==> config.mk <==
export PLATFORM = sky130hd
export DESIGN_NAME = pfsa_arith
export DESIGN_NICKNAME = d
export VERILOG_FILES = /design/src/design/pfsa_pkg.sv /design/src/design/pfsa_arith.sv
export SDC_FILE = /design/constraint.sdc
export NUM_CORES = 1
export LEC_CHECK = 0
export CAP_MARGIN = 20
export CORE_MARGIN = 2
export CORE_UTILIZATION = 25
export DETAILED_ROUTE_END_ITERATION = 7
export DONT_BUFFER_PORTS = 1
export HOLD_SLACK_MARGIN = 0.12
export PLACE_DENSITY_LB_ADDON = 0.1
export SETUP_SLACK_MARGIN = 0.1
export SKIP_CTS_REPAIR_TIMING = 1
export SKIP_LAST_GASP = 1
export SLEW_MARGIN = 15
export SYNTH_ARGS = -nofsm -noshare
export SYNTH_HDL_FRONTEND = slang
export SYNTH_SLANG_ARGS = --single-unit
==> constraint.sdc <==
create_clock -name aclk -period 4.4 [get_ports aclk]
set_input_delay 0 -clock aclk [delete_from_list [all_inputs] [get_ports aclk]]
set_output_delay 0 -clock aclk [all_outputs]
set_load 0.05 [all_outputs]
==> src/design/pfsa_pkg.sv <==
// Shared constants, codes and types of the page free-stack allocator.
`timescale 1ns / 1ps

package pfsa_pkg;

    // Pool and field geometry
    localparam int MAX_PAGES = 1024;
    localparam int IDX_W     = $clog2(MAX_PAGES);
    localparam int DEPTH_W   = IDX_W + 1;
    localparam int NUMP_W    = 11;
    localparam int COUNT_W   = 11;
    localparam int OFF_W     = 26;
    localparam int PB_W      = 17;
    localparam int STAT_W    = 3;

    // Shared shift-add / shift-subtract unit geometry
    localparam int ACC_W  = (IDX_W + PB_W > OFF_W) ? (IDX_W + PB_W) : (OFF_W + 1);
    localparam int ADD_W  = ACC_W + 1;
    localparam int STEP_W = $clog2(OFF_W);

    // Register indexes
    localparam logic CFG_NUM_PAGES  = 1'b0;
    localparam logic CFG_PAGE_BYTES = 1'b1;

    // Request kinds
    localparam logic OP_ALLOC   = 1'b0;
    localparam logic OP_RELEASE = 1'b1;

    // Status codes
    localparam logic [STAT_W-1:0] ST_OK         = 3'd0;
    localparam logic [STAT_W-1:0] ST_NO_PAGE    = 3'd1;
    localparam logic [STAT_W-1:0] ST_RANGE      = 3'd2;
    localparam logic [STAT_W-1:0] ST_MISALIGNED = 3'd3;
    localparam logic [STAT_W-1:0] ST_OVERFLOW   = 3'd4;

    typedef struct packed {
        logic start;
        logic is_mul;
    } arith_req_t;

    typedef struct packed {
        logic             done;
        logic [ACC_W-1:0] res;
        logic [PB_W-1:0]  rem;
    } arith_rsp_t;

endpackage

==> src/design/pfsa_arith.sv <==
// Shared iterative unit: shift-add multiply and restoring divide on one adder.
`timescale 1ns / 1ps

module pfsa_arith import pfsa_pkg::*; (
    input  logic             aclk,
    input  logic             aresetn,
    input  arith_req_t       req_i,
    input  logic [OFF_W-1:0] opa_i,
    input  logic [PB_W-1:0]  opb_i,
    output arith_rsp_t       rsp_o
);

    logic              busy_reg, busy_next;
    logic              mul_reg, mul_next;
    logic              done_reg, done_next;
    logic [STEP_W-1:0] cnt_reg, cnt_next;
    logic [ACC_W-1:0]  acc_reg, acc_next;
    logic [PB_W-1:0]   rem_reg, rem_next;
    logic [PB_W-1:0]   opb_reg, opb_next;
    logic [IDX_W-1:0]  mpl_reg, mpl_next;

    logic [PB_W:0]     trial;
    logic [ADD_W-1:0]  add_a, add_b, sum;
    logic              add_c;
    logic              borrow;

    // Shared adder: trial subtract when dividing, shifted accumulate when multiplying
    always_comb begin
        trial = {rem_reg, acc_reg[OFF_W-1]};
        if (mul_reg) begin
            add_a = {acc_reg, 1'b0};
            add_b = mpl_reg[IDX_W-1] ? ADD_W'(opb_reg) : '0;
            add_c = 1'b0;
        end else begin
            add_a = ADD_W'(trial);
            add_b = ~ADD_W'(opb_reg);
            add_c = 1'b1;
        end
        sum    = add_a + add_b + ADD_W'(add_c);
        borrow = sum[ADD_W-1];
    end

    // Load operands on start, then advance one bit per cycle
    always_comb begin
        busy_next = busy_reg;
        mul_next  = mul_reg;
        done_next = 1'b0;
        cnt_next  = cnt_reg;
        acc_next  = acc_reg;
        rem_next  = rem_reg;
        opb_next  = opb_reg;
        mpl_next  = mpl_reg;
        if (busy_reg) begin
            if (mul_reg) begin
                acc_next = sum[ACC_W-1:0];
                mpl_next = {mpl_reg[IDX_W-2:0], 1'b0};
            end else begin
                acc_next = {acc_reg[ACC_W-2:0], ~borrow};
                rem_next = borrow ? trial[PB_W-1:0] : sum[PB_W-1:0];
            end
            cnt_next = cnt_reg - STEP_W'(1);
            if (cnt_reg == '0) begin
                busy_next = 1'b0;
                done_next = 1'b1;
            end
        end else if (req_i.start) begin
            busy_next = 1'b1;
            mul_next  = req_i.is_mul;
            cnt_next  = req_i.is_mul ? STEP_W'(IDX_W - 1) : STEP_W'(OFF_W - 1);
            acc_next  = req_i.is_mul ? '0 : ACC_W'(opa_i);
            rem_next  = '0;
            opb_next  = opb_i;
            mpl_next  = opa_i[IDX_W-1:0];
        end
    end

    always_ff @(posedge aclk) begin
        if (!aresetn) begin
            busy_reg <= 1'b0;
            done_reg <= 1'b0;
        end else begin
            busy_reg <= busy_next;
            done_reg <= done_next;
        end
        mul_reg <= mul_next;
        cnt_reg <= cnt_next;
        acc_reg <= acc_next;
        rem_reg <= rem_next;
        opb_reg <= opb_next;
        mpl_reg <= mpl_next;
    end

    assign rsp_o.done = done_reg;
    assign rsp_o.res  = acc_reg;
    assign rsp_o.rem  = rem_reg;

endmodule

==> run_results.csv <==
group,metric,value,unit
critical_path,slowest_delay,0.54,ns
synthesis,synth_seq_area_share,0.479,
critical_path,r2r_slack,0.58,ns
layout,area_delta_synth_final,21.5,%
synthesis,synth_cell_types,55,
layout,multi_input_area,2410,sq um
synthesis,ys.flop_type,"edfxtp_1",
layout,final_layout_size_suffix_gt1_frac,0.113,
floorplan,dieWidth,144,microns
synthesis,yosysWarnings,0,
floorplan,die_area,20800,sq um
critical_path,r2r_end,"acc_reg[26]$_SDFFCE_PN0P_",
placed_design,place_ws,0.551,ns
global_routing,use_met2,0.251,
synthesis,synthXorXnorAreaFrac,0.0464,
sta,drv_slew,0,
critical_path,worstSetupStartpoint,"mul_reg$_DFFE_PP_",
drt,drt_wl_total,15.2,mm
sta,tns,0,ns
drt,wl_per_cell,19.3,microns
pwr,power_density,432,nW/um^2
synthesis,yosys.area_share.simple,0.123,
critical_path,reg2reg_from,"mul_reg$_DFFE_PP_",
synthesis,yosys.area_share.adder,0.0566,
drt,routed_via_density,4.80,
sta,rsz0062_at_grt,"false",
sta,worst_pin_slew,0.869,ns
global_routing,grt_pass1_vias,3685,
sta,setup-violations-final,0,
job,cap_violations,0,
global_routing,grt_max_degree,65,
critical_path,endpoint,"acc_reg[26]$_SDFFCE_PN0P_",
floorplan,die_h,144,microns
placed_design,dp_hpwl,11.2,mm
synthesis,syn-num-nets,544,
global_routing,use_met1,0.180,
drt,drc,0,
outcome,status,"complete, no violations",
sta,fin_skew,0.0113,ns
clocking,cts_max_path_buffers,2,
floorplan,coreArea,19300,sq um
critical_path,path_buf_inv,1,
critical_path,rr_worst_depth,13,
sta,relSlewSlack,0.419,
clocking,cts.sinks,79,
synthesis,syn-cell-area,4910,sq um
critical_path,cp-start-kind,"flip-flop",
global_routing,overflow,0,
synthesis,syn-instance-count,476,
layout,nNetsFinal,585,
synthesis,ys_ff_latch,79,
synthesis,synth_enable_flop_cells,77,
critical_path,path_depth,13,
placed_design,port_buffers,0,
clocking,path_clk_slew,0.07,ns
critical_path,slowest_stage,"a2111oi_0",
critical_path,crit_path_end_kind,"flip-flop",
clocking,cts_root_buffer,"clkbuf_16",
placed_design,dp_cells,726,
min_path,hold_path_class,"primary input to flip-flop",
critical_path,crit_top_cell,"fa_1",
critical_path,critPathKind,"flip-flop to flip-flop",
global_routing,grt_use_met3,0.0523,
pwr,power,2580,uW
drt,via_count,3781,
floorplan,start_util,0.254,
sta,finalCriticalPeriod,3.82,ns
synthesis,synth_top_family_by_area,"compound AO/OA/AOI/OAI gates",
placed_design,place.gp.congestion,0.772,
critical_path,path_max_fanout,16,
critical_path,required,4.49,ns
global_routing,grt_pass1_wl,22.7,mm
sta,hold_viol,0,
synthesis,synth_compound_area_frac,0.183,
floorplan,rows,51,
layout,fill_cells,2021,
critical_path,arrival,3.91,ns
pwr,p_leak,0.00219,uW
layout,finalNonFillerCells,787,
clocking,insertion_delay,0.35,ns
global_routing,grt_usage,0.149,
pwr,ir_drop,0.227,mV
clocking,cts_tree,"built",
sta,timing.final.crit_share,0.869,
drt,drtPass1Iterations,6,
clocking,numCtsBuffers,9,
layout,largest_reg_flops,27,
sta,clock.fmax,261,MHz
synthesis,synth_mux_area_frac,0.0821,
drt,first_iter_violations,215,
critical_path,path_cells,"and2_1, nand2_1, o21ai_0, fa_1, inv_1, fa_1, nand2b_1, a21oi_1, o21a_1, nor4b_2, a2111oi_0, xnor2_1, nor2_1",
synthesis,synth.avg_cell_area,10.3,sq um
floorplan,io_pins,92,
sta,worst_slack,0.575,ns
critical_path,path_delay_family,"compound AO/OA/AOI/OAI gates",
drt,drtAntennaViolNets,0,
global_routing,antenna_found_initial,0,
synthesis,async_flop_share,0,
global_routing,grt_busiest_layer,"met2",
clocking,htree_levels,3,
layout,seq_area,2350,sq um
layout,insertedDiodeCount,0,
[power by group]
| part | internal, uW | switching (uW) |
|---|---|---|
| combinational | 250 | 370 |
| clock | 440 | 335 |
| sequential | 930 | 250 |
| total | 1620 | 955 |
[layout by cell type (no fill, tap or decap), types with 14 or more instances in the layout]
cell type,netlist,layout
nand2_1,60,60
xnor2_1,14,14
nand3_1,20,20
ha_1,19,19
mux2_2,26,26
edfxtp_1,77,77
nor2_1,17,17
o21ai_0,59,58
dlygate4sd3_1,0,45
a21oi_1,36,36
[routing by layer]
metal / vias up / wire, microns
li1: 1863 / -
met1: 1808 / 6550
met2: 99 / 7300
met3: 11 / 1220
met4: 0 / 157
met5: - / 0
[worst min-delay path, cell delays in order]
cell and delay (ns):
nor2_1 0.14, nand2_1 0.10, o21ai_0 0.06
[stage by stage]
step	cell area (sq um)	util	hold WS, ns
after floorplan	4910	-	0.0989
after global placement	5210	0.270	0.0989
after detailed placement	5210	0.270	0.0989
after CTS	5510	0.285	-0.270
after global routing	5960	0.308	0.157
final	5960	0.308	0.122
[cells in the mapped netlist (3+ instances only)]
master    number  area (sq um)
edfxtp_1      77          2310
nand2_1       60           225
o21ai_0       59           295
a21oi_1       36           180
mux2_2        26           293
nand3_1       20           100
ha_1          19           238
clkbuf_1      17          63.8
nor2_1        17          63.8
xnor2_1       14           123
xor2_1        12           105
a21o_1        11          82.6
inv_1         11          41.3
mux2i_1       11           110
nor3_1        10          50.1
a31oi_1        6          37.5
nand2b_1       6          37.5
o211ai_1       6          45.0
o21a_1         5          37.5
and2_1         3          18.8
nand4_1        3          18.8
o21ai_1        3          15.0
[worst min-delay path by stage]
stage               slack [ns]  startpoint  cells after the start                    end
detailed placement         0.1   opb_i[16]                      0  opb_reg[16]$_DFFE_PP_
floorplan                  0.1    req_i[0]                      0      mul_reg$_DFFE_PP_
global route              0.16    req_i[0]                      3   acc_reg[6]$_DFFE_PP_
global placement           0.1    opb_i[3]                      0   opb_reg[3]$_DFFE_PP_
finish                    0.12    req_i[0]                      3   acc_reg[7]$_DFFE_PP_
CTS                      -0.27    opb_i[5]                      0   opb_reg[5]$_DFFE_PP_
[layout make-up]
| type | instances | area share |
|---|---|---|
| clock inverters | 7 | 0.0120 |
| multi-input cells | 362 | 0.404 |
| well taps | 265 | 0.0556 |
| inverters | 11 | 0.00693 |
| repair buffers | 54 | 0.0890 |
| clock buffers | 9 | 0.0378 |
| flip-flops and latches | 79 | 0.395 |
[cells by family (layout without fill, tap and decap cells)]
logic type	Yosys count	count (layout)
multiplexers	37	37
AND/OR/NAND/NOR	131	131
XOR/XNOR	26	26
adder cells (fa/ha/maj)	21	21
flip-flops	79	79
buffers and inverters	35	81
AO/OA/AOI/OAI	147	147
No activity file was read; power rests on OpenSTA's default activity.
