==> config.mk <==
export PLATFORM = sky130hd
export DESIGN_NAME = pfsa_ram
export DESIGN_NICKNAME = d
export VERILOG_FILES = /design/src/design/pfsa_ram.sv
export SDC_FILE = /design/constraint.sdc
export NUM_CORES = 1
export LEC_CHECK = 0
export BUFFER_PORTS_ARGS = -buffer_cell sky130_fd_sc_hd__clkbuf_2
export CAP_MARGIN = 20
export CORE_MARGIN = 4
export CORE_UTILIZATION = 25
export CTS_CLUSTER_DIAMETER = 50
export DETAILED_ROUTE_END_ITERATION = 12
export PLACE_DENSITY_LB_ADDON = 0.05
export SYNTH_ARGS = -nofsm -noshare
export SYNTH_HDL_FRONTEND = slang
export SYNTH_SLANG_ARGS = --single-unit
==> constraint.sdc <==
create_clock -name aclk -period 5.4 [get_ports aclk]
set_clock_uncertainty 0.05 [all_clocks]
set_input_delay 0.54 -clock aclk [delete_from_list [all_inputs] [get_ports aclk]]
set_output_delay 0.54 -clock aclk [all_outputs]
set_load 0.01 [all_outputs]
==> src/design/pfsa_ram.sv <==
// Generic single-write, single-read RAM with registered read data.
`timescale 1ns / 1ps

module pfsa_ram #(
    parameter int WIDTH = 8,
    parameter int DEPTH = 16
) (
    input  logic                     aclk,
    input  logic                     we,
    input  logic [$clog2(DEPTH)-1:0] waddr,
    input  logic [WIDTH-1:0]         wdata,
    input  logic [$clog2(DEPTH)-1:0] raddr,
    output logic [WIDTH-1:0]         rdata
);

    logic [WIDTH-1:0] mem [DEPTH];

    // Write port and registered read port
    always_ff @(posedge aclk) begin
        if (we) begin
            mem[waddr] <= wdata;
        end
        rdata <= mem[raddr];
    end

endmodule

==> reports/metrics.yaml, run 1 <==
power:
  p_comb_share_pct: 4.5
  p_leak_nw: 2.05
  max-vdd-ir-drop_uv: 190
  p_sw_share_pct: 20.2
  seqPwrFrac_pct: 46.5
  pwr_density_cell_mw_per_mm2: 408
  finalPower_mw: 2.55
  power_frac_clock_pct: 49.0
  intPower_mw: 2.04
  p_switching_mw: 0.517
place:
  numPortBuffers: 25
  place_inst: 523
  place_hpwl_mm: 7.87
  gp_congestion: 0.658
yosys:
  synth_top_family_by_area: "multiplexers"
  synth-compound-area-share_pct: 2.33
  synth_nets: 247
  yosysSeqAreaShare_pct: 77.8
  synth_area_per_cell_um2: 22.5
  syn_inst: 229
  ys_warn_count: 0
  synthSimpleGateAreaFrac_pct: 3.18
  muxShareOfSynthArea_pct: 15.0
  synth.distinct_cells: 19
  synthAdderAreaFrac_pct: 0
  syn_area_mm2: 0.00515
  synth_seq_cells: 136
  synth_xor_area_share_pct: 0
critical_path:
  worstSetupStartpoint: "raddr[0]"
  cp.required_ns: 5.65
  timing.rr.start: "mem[15][6]$_DFFE_PP_"
  path_max_fanout: 17
  cp-end-kind: "flip-flop"
  crit_end: "rdata[5]$_DFF_P_"
  worstReg2RegEnd: "rdata[6]$_DFF_P_"
  cp-start-kind: "input port"
  reg2reg_depth: 3
  rrSetupSlack_ns: 3.92
  critical_path_arrival_ns: 2.55
  setup.worst_path.class: "input port to flip-flop"
drt:
  num_vias: 2438
  wirelength_mm: 12.7
  firstDrtPassIters: 4
  dr.first_iter.drc_count: 93
  routedWlPerCell_um: 22.8
  ant_nets: 0
  via_per_inst: 4.38
  post-route-drc-count: 0
finish:
  area_growth_pct: 21.5
  antenna_cells: 0
  final_common_cell: "edfxtp_1"
  final_cells: 557
  final_nets: 292
  fill_cells: 1971
  layout_common_cells: "edfxtp_1 (128), clkbuf_2 (25), mux4_2 (18), clkbuf_16 (17), a22oi_1 (16)"
  layout-drive-gt1-share_pct: 28.9
  post-route-util_pct: 30.9
cts:
  hold_buffers: 0
  root_buffer: "clkbuf_16"
  cts_tree: "yes"
  cts_resized: 0
  post_cts_buffers: 0
  clockBufferDepth: 2
  h-tree-depth: 4
  clk_pin_slew_ns: 0.06
  cts_buffers: 17
  cts.sinks: 136
  insertion_delay_ns: 0.42
global_route:
  grt_pass1_vias: 2717
  overflow: 0
  antenna_found_initial: 1
  grt_usage_pct: 12.1
  grt_max_degree: 33
  grt_pass1_wl_mm: 18.8
floorplanning:
  chipWidth_um: 151
  coreArea_mm2: 0.0202
  start_util_pct: 25.4
  die_area_mm2: 0.0229
  num_rows: 52
  die_y_um: 151
  num_io_pins: 26
sta:
  hold_viol_final: 0
  tightest_slew_ns: 1.13
  setup_viol: 0
  report.final.slew_viol_count: 0
  slew-limit-headroom_pct: 24.2
  final.setup.tns_ns: 0
  fin_crit_sh_pct: 42.6
  clock.fmax_ghz: 0.434
  min_period_ns: 2.30
  grt_setup_unrepaired: "false"
hold_path:
  hp-class: "input port to flip-flop"
run_status:
  status: "finished clean"
job:
  max_cap_viol_count: 0
==> flip-flops by register name, indices dropped and copies added (netlist names) <==
register / flops
rdata: 8
mem: 128
==> power groups by stage <==
stage / clock network [mW] / registers, mW / logic (mW)
after floorplan: 0 / 1.21 / 0.0599
after global placement: 0 / 1.21 / 0.116
after detailed placement: 0 / 1.21 / 0.118
after CTS: 1.29 / 1.19 / 0.118
after global routing: 1.34 / 1.19 / 0.126
final: 1.25 / 1.19 / 0.114
==> cell type report <==
class                   count  area, um^2  area share [%]
well taps                 270         338            5.40
flip-flops and latches    136        4000            64.0
repair buffers             36         223            3.56
multi-input cells          83        1060            16.9
clock inverters            14         205            3.28
clock buffers              18         429            6.86
==> cells by family after synthesis <==
group                  after synthesis
AOI/OAI and AO/OA                   16
buffers and inverters               10
DFF                                136
muxes                               32
and+or+nand+nor                     35
==> metrics by stage <==
stage | cell area (um^2) | worst slack (ns) | hold WS (ns)
global route | 6260 | 2.94 | 0.526
CTS | 6230 | 3.02 | 0.507
detailed placement | 5600 | 2.57 | 0.624
finish | 6260 | 3.10 | 0.510
global placement | 5580 | 2.58 | 0.611
floorplan | 5150 | 3.32 | 0.579
==> worst max-delay path: stages <==
cell and delay (ns):
clkbuf_2 0.56, buf_4 0.46, mux4_1 0.59, a22oi_1 0.30
nand2_1 0.09
==> worst min path at each step <==
stage | from | end | slack (ns) | cells past startpoint
CTS | wdata[6] | mem[4][6]$_DFFE_PP_ | 0.51 | 1
global route | wdata[6] | mem[4][6]$_DFFE_PP_ | 0.53 | 1
detailed placement | mem[15][1]$_DFFE_PP_ | rdata[1]$_DFF_P_ | 0.62 | 3
finish | wdata[6] | mem[4][6]$_DFFE_PP_ | 0.51 | 1
global placement | mem[8][2]$_DFFE_PP_ | rdata[2]$_DFF_P_ | 0.61 | 3
floorplan | mem[7][0]$_DFFE_PP_ | rdata[0]$_DFF_P_ | 0.58 | 3
==> routing by layer <==
metal,vias up,share of wire [%],GRT usage [%]
li1,1059,-,-
met1,1315,50,17.1
met4,0,1.3,4.31
met2,49,45,17.8
met3,15,3.7,3.60
met5,-,0,0
==> cells in the mapped netlist (all sizes together) <==
library cell / instances / area [um^2]
edfxtp: 128 / 3840
mux4: 32 / 773
a22oi: 16 / 120
nor2: 13 / 48.8
nand2: 9 / 33.8
dfxtp: 8 / 160
buf: 7 / 56.3
nor3: 4 / 20.0
clkdlybuf4s25: 3 / 30.0
nand2b: 2 / 12.5
nand3b: 2 / 15.0
and2: 1 / 6.26
and2b: 1 / 7.51
nand3: 1 / 5.00
nor2b: 1 / 6.26
or3b: 1 / 8.76
(Power assumes the default switching activity.)
==> run 2, diff against run 1 <==
==> constraint.sdc (replaced) <==
create_clock -name aclk -period 1.9 [get_ports aclk]
set_clock_uncertainty 0.05 [all_clocks]
set_input_delay 0.19 -clock aclk [delete_from_list [all_inputs] [get_ports aclk]]
set_output_delay 0.19 -clock aclk [all_outputs]
set_load 0.01 [all_outputs]
==> reports/metrics.yaml, run 2 (synthesis gave the netlist of run 1 again) <==
cts:
  insertion_delay_ns: 0.41  # about the same
  cts_resized: 0  # unchanged
  post_cts_buffers: 0  # unchanged
  cts_tree: "yes"
  cts_buffers: 17  # unchanged
  hold_buffers: 0  # unchanged
  h-tree-depth: 4  # unchanged
  clk_pin_slew_ns: 0.06  # about the same
  clockBufferDepth: 2  # unchanged
  cts.sinks: 136  # unchanged
  root_buffer: "clkbuf_16"
drt:
  firstDrtPassIters: 4  # unchanged
  dr.first_iter.drc_count: 144  # +55%
  ant_nets: 0  # unchanged
  wirelength_mm: 11.9  # -6.4%
  via_per_inst: 4.21  # -3.9%
  post-route-drc-count: 0  # unchanged
  num_vias: 2382  # -2.3%
  routedWlPerCell_um: 21.0  # -7.9%
sta:
  tightest_slew_ns: 0.914  # -0.219 ns
  report.final.slew_viol_count: 0  # unchanged
  min_period_ns: 1.48
  clock.fmax_ghz: 0.676
  grt_setup_unrepaired: "false"
  setup_viol: 0  # unchanged
  setup_ws_ns: 0.422  # -2.68 ns
  fin_crit_sh_pct: 77.8
  hold_viol_final: 0  # unchanged
  final.setup.tns_ns: 0  # unchanged
  slew-limit-headroom_pct: 38.9  # +15 points
run_status:
  status: "finished clean"
global_route:
  grt_pass1_wl_mm: 17.9  # -5.0%
  grt_usage_pct: 11.3  # -0.80 points
  grt_max_degree: 33  # unchanged
  antenna_found_initial: 0  # -1
  overflow: 0  # unchanged
  grt_pass1_vias: 2673  # -1.6%
critical_path:
  reg2reg_depth: 3  # unchanged
  cp-start-kind: "flip-flop"
  cp.required_ns: 2.13  # -3.52 ns
  path_max_fanout: 1  # -16
  critical_path_arrival_ns: 1.71  # -0.84 ns
  cp-end-kind: "flip-flop"
  setup.worst_path.class: "flip-flop to flip-flop"
finish:
  final_cells: 566  # +1.6%
  final_nets: 301  # +3.1%
  reg_top3: "mem x128, rdata x8"
  fill_cells: 1935  # -1.8%
  layout_common_cells: "edfxtp_1 (128), clkbuf_2 (25), mux4_2 (18), clkbuf_16 (17), buf_4 (17)"
  regArea_mm2: 0.00400  # unchanged
  area_growth_pct: 22.6
  antenna_cells: 0  # unchanged
  post-route-util_pct: 31.2  # +0.28 points
  final_common_cell: "edfxtp_1"
  top_register: "mem"
  largest_register_ffs: 128  # unchanged
  layout-drive-gt1-share_pct: 31.4  # +2.5 points
  multi_input_area_mm2: 0.00106  # unchanged
place:
  numPortBuffers: 25  # unchanged
  dp_slack_ns: 0.0610  # -2.51 ns
  place_inst: 534  # +2.1%
  gp_congestion: 0.634  # -3.7%
  place_hpwl_mm: 7.65  # -2.8%
floorplanning:
  num_rows: 52  # unchanged
  coreArea_mm2: 0.0202  # unchanged
  die_area_mm2: 0.0229  # unchanged
  num_io_pins: 26  # unchanged
  start_util_pct: 25.4  # unchanged
  chipWidth_um: 151  # unchanged
  die_y_um: 151  # unchanged
power:
  max-vdd-ir-drop_uv: 535  # +180%
  p_leak_nw: 2.11  # +2.9%
  pwr_density_cell_mw_per_mm2: 1110  # +170%
hold_path:
  hp-class: "input port to flip-flop"
  min_path_cells: 1  # unchanged
job:
  max_cap_viol_count: 0  # unchanged
==> run 2: changes by cell type in the layout (fill, tap and decap cells not counted) <==
cell | before | now
clkinv_4 | 1 | 0
clkinv_2 | 1 | 5
bufinv_16 | 5 | 3
clkinv_1 | 3 | 0
buf_12 | 0 | 3
clkbuf_8 | 0 | 3
buf_6 | 4 | 0
clkbuf_1 | 1 | 3
buf_4 | 7 | 17
clkinvlp_4 | 4 | 1
==> run 2: final timing paths <==
kind                                            end  slack [ns]                 start
worst min register to register     rdata[7]$_DFF_P_        0.62  mem[12][7]$_DFFE_PP_
worst max register to register     rdata[5]$_DFF_P_        0.42   mem[2][5]$_DFFE_PP_
worst min-delay path            mem[4][6]$_DFFE_PP_        0.18              wdata[6]
worst max-delay path               rdata[5]$_DFF_P_        0.42   mem[2][5]$_DFFE_PP_
==> run 2: per-layer routing <==
metal,vias up,wire [um],global-route usage [%]
li1,1081,-,-
met1,1247,5940,15.7
met2,45,5440,16.9
met3,9,383,3.57
met4,0,112,3.64
met5,-,0,0
==> run 2: area by class of cell <==
class | count | area share [%]
clock buffers | 23 | 7.57
clock inverters | 9 | 1.94
multi-input cells | 83 | 16.7
flip-flops and latches | 136 | 63.4
well taps | 270 | 5.35
repair buffers | 45 | 4.96
==> run 2: power by group <==
part	switching (mW)	total [mW]	internal (mW)	leakage (nW)
clock network	1.15	3.30	2.16	0.297
registers	0.0209	3.38	3.36	1.22
logic	0.195	0.334	0.139	0.594
total	1.36	7.01	5.65	2.11
==> run 2: metrics by stage <==
| step | power [mW] | hold WS, ns | instance area (um^2) |
|---|---|---|---|
| floorplan | 3.61 | 0.239 | 5150 |
| global placement | 3.79 | 0.532 | 5710 |
| detailed placement | 3.79 | 0.532 | 5710 |
| CTS | 7.12 | 0.165 | 6310 |
| global route | 7.30 | 0.175 | 6310 |
| finish | 7.01 | 0.179 | 6310 |
==> run 2: critical path, stage by stage, from the launching register on <==
cell and delay, ns:
edfxtp_1 0.36, mux4_1 0.50, a22oi_1 0.35, nand2_1 0.10
==> run 3, diff against run 2 <==
--- a/config.mk
+++ b/config.mk
@@ -5,6 +5,7 @@
 export SDC_FILE = /design/constraint.sdc
 export NUM_CORES = 1
 export LEC_CHECK = 0
+export ABC_AREA = 1
 export BUFFER_PORTS_ARGS = -buffer_cell sky130_fd_sc_hd__clkbuf_2
 export CAP_MARGIN = 20
 export CORE_MARGIN = 4
==> constraint.sdc (replaced) <==
create_clock -name aclk -period 1.3 [get_ports aclk]
set_clock_uncertainty 0.05 [all_clocks]
set_input_delay 0.13 -clock aclk [delete_from_list [all_inputs] [get_ports aclk]]
set_output_delay 0.13 -clock aclk [all_outputs]
set_load 0.01 [all_outputs]
==> reports/metrics.yaml, run 3 <==
run_status:
  status: "finished clean"
critical_path:
  cp.required_ns: 1.55  # -0.58 ns
  path_max_fanout: 1  # unchanged
  slowest_stage: "edfxtp_1"
  max_stage_delay_ns: 0.37  # -0.13 ns
  setup.worst_path.class: "flip-flop to flip-flop"
  cp_cell_sequence: "inv_1 > nand2_1 > nand3_1 > nand3_1 > nand3_1 > nand2_1"
  cp-start-kind: "flip-flop"
  critical_path_arrival_ns: 1.36  # -0.35 ns
  cp-end-kind: "flip-flop"
  cpMostUsedCell: "nand3_1"
sta:
  clock.fmax_ghz: 0.905  # +34%
  report.final.slew_viol_count: 0  # unchanged
  setup_viol: 0  # unchanged
  tightest_slew_ns: 0.488  # -0.427 ns
  hold_viol_final: 0  # unchanged
  final.setup.tns_ns: 0  # unchanged
  slew-limit-headroom_pct: 67.5  # +29 points
  min_period_ns: 1.11  # -0.373 ns
  grt_setup_unrepaired: "false"
  fin_crit_sh_pct: 85.0  # +7.2 points
cts:
  cts_resized: 0  # unchanged
  clockBufferDepth: 2  # unchanged
  root_buffer: "clkbuf_16"
  cts.sinks: 136  # unchanged
  cts_tree: "yes"
  clk_pin_slew_ns: 0.06  # about the same
  h-tree-depth: 4  # unchanged
  post_cts_buffers: 0  # unchanged
  cts_buffers: 17  # unchanged
  insertion_delay_ns: 0.42  # about the same
  hold_buffers: 0  # unchanged
drt:
  dr.first_iter.drc_count: 188  # +31%
  via_per_inst: 4.19  # -0.36%
  wirelength_mm: 16.5  # +39%
  ant_nets: 0  # unchanged
  firstDrtPassIters: 4  # unchanged
  post-route-drc-count: 0  # unchanged
  num_vias: 3774  # +58%
  routedWlPerCell_um: 18.3  # -13%
yosys:
  synth_area_per_cell_um2: 10.5  # -53%
  synth_top_area_share_pct: 66.7  # -8.0 points
  yosysSeqAreaShare_pct: 69.4  # -8.4 points
  ys.flop_type: "edfxtp_1"
  syn_area_mm2: 0.00577  # +12%
  ys_warn_count: 0  # unchanged
  synthTopCellsByArea: "edfxtp_1 (67%), nand2_1 (11%), nand3_1 (8.4%)"
  synth_common_cells: "nand2_1 (173), edfxtp_1 (128), inv_1 (100)"
  synth-async-reset-ratio_pct: 0  # unchanged
  synth_nets: 569  # +130%
  syn_inst: 551  # +140%
  synth_edf_count: 128  # unchanged
  yosysMostFrequentCell: "nand2_1"
  synth_seq_cells: 136  # unchanged
  yosys.area.top_type: "edfxtp_1"
  synth.distinct_cells: 12  # -7
job:
  max_cap_viol_count: 0  # unchanged
finish:
  area_growth_pct: 21.5
  fill_cells: 2320  # +20%
  largest_register_ffs: 128  # unchanged
  layout-drive-gt1-share_pct: 13.8  # -18 points
  final_nets: 620  # +110%
  layout_common_cells: "nand2_1 (173), edfxtp_1 (128), inv_1 (100), nand3_1 (97), clkbuf_2 (25)"
  antenna_cells: 0  # unchanged
  reg_top3: "mem x128, rdata x8"
  top_register: "mem"
  final_common_cell: "nand2_1"
global_route:
  antenna_found_initial: 0  # unchanged
  grt_pass1_vias: 3958  # +48%
  grt_pass1_wl_mm: 25.2  # +41%
  grt_usage_pct: 13.5  # +2.2 points
  overflow: 0  # unchanged
  grt_max_degree: 33  # unchanged
floorplanning:
  die_y_um: 160  # +5.5%
  start_util_pct: 25.5  # +0.032 points
  num_io_pins: 26  # unchanged
  chipWidth_um: 160  # +5.5%
  coreArea_mm2: 0.0226  # +12%
  num_rows: 55  # +5.8%
  die_area_mm2: 0.0256  # +11%
power:
  pwr_density_cell_mw_per_mm2: 1520  # +37%
  max-vdd-ir-drop_uv: 826  # +54%
  finalPower_mw: 10.7  # +52%
  p_leak_nw: 3.00  # +42%
place:
  place_hpwl_mm: 10.5  # +37%
  numPortBuffers: 25  # unchanged
  gp_congestion: 0.705  # +11%
hold_path:
  hp-class: "input port to flip-flop"
## run 3: cell count changes in the layout (fill, tap and decap cells not counted), sizes merged, moves of 6 or more
cell,before,now
a22oi,16,0
buf,20,31
nand2,9,173
nand3,1,97
inv,0,104
mux4,32,0
clkbuf,48,42
## run 3: power breakdown
part	total [mW]	internal (mW)	switching (mW)	leakage [nW]
Clock	5.04	3.18	1.86	0.291
Sequential	4.93	4.90	0.0320	1.22
Combinational	0.691	0.217	0.474	1.49
## run 3: kinds of logic after synthesis
kind of cell,Yosys count,share of synthesized area (%)
flops,136,69.4
simple gates,289,21.0
buf+inv,126,9.52
## run 3: cell type report
cell class / instances / area (um^2) / area share, %
sequential: 136 / 4000 / 57.1
multi-input combinational: 289 / 1210 / 17.3
timing repair buffer: 56 / 445 / 6.35
clock buffer: 17 / 425 / 6.07
inverter: 102 / 383 / 5.46
tap: 285 / 357 / 5.09
clock inverter: 15 / 181 / 2.59
## run 3: worst max-delay path: cells and delay by family (launching register included)
family | cells | cell delay (ns)
buf+inv | 1 | 0.06
flops | 1 | 0.37
simple gates | 5 | 0.51
## run 3: routing by layer
metal | global-route usage (%) | vias to the layer above | share of wire (%)
met5 | 0 | - | 0
li1 | - | 1878 | -
met3 | 2.48 | 12 | 2.1
met4 | 4.22 | 0 | 1.2
met2 | 21.7 | 47 | 48
met1 | 18.6 | 1837 | 49
## run 3: path summary, 6_finish.rpt
kind | start | to | slack, ns | cells past startpoint
setup / recovery | mem[1][1]$_DFFE_PP_ | rdata[1]$_DFF_P_ | 0.19 | 6
hold / removal | raddr[3] | rdata[1]$_DFF_P_ | 0.13 | 4
setup reg to reg | mem[1][1]$_DFFE_PP_ | rdata[1]$_DFF_P_ | 0.19 | 6
hold reg to reg | mem[13][1]$_DFFE_PP_ | rdata[1]$_DFF_P_ | 0.61 | 6
## run 3: through the flow
stage / setup slack, ns / utilization, % / cells / hold slack, ns / cell area (um^2)
6_report: 0.195 / 31.0 / 900 / 0.130 / 7010
3_5_place_dp: -0.0491 / 28.3 / 868 / 0.476 / 6400
5_1_grt: 0.106 / 31.0 / 900 / 0.156 / 7010
3_3_place_gp: -0.0556 / 28.3 / 868 / 0.473 / 6400
2_1_floorplan: 0.169 / - / 551 / 0.179 / 5770
4_1_cts: 0.176 / 31.0 / 900 / 0.126 / 7010
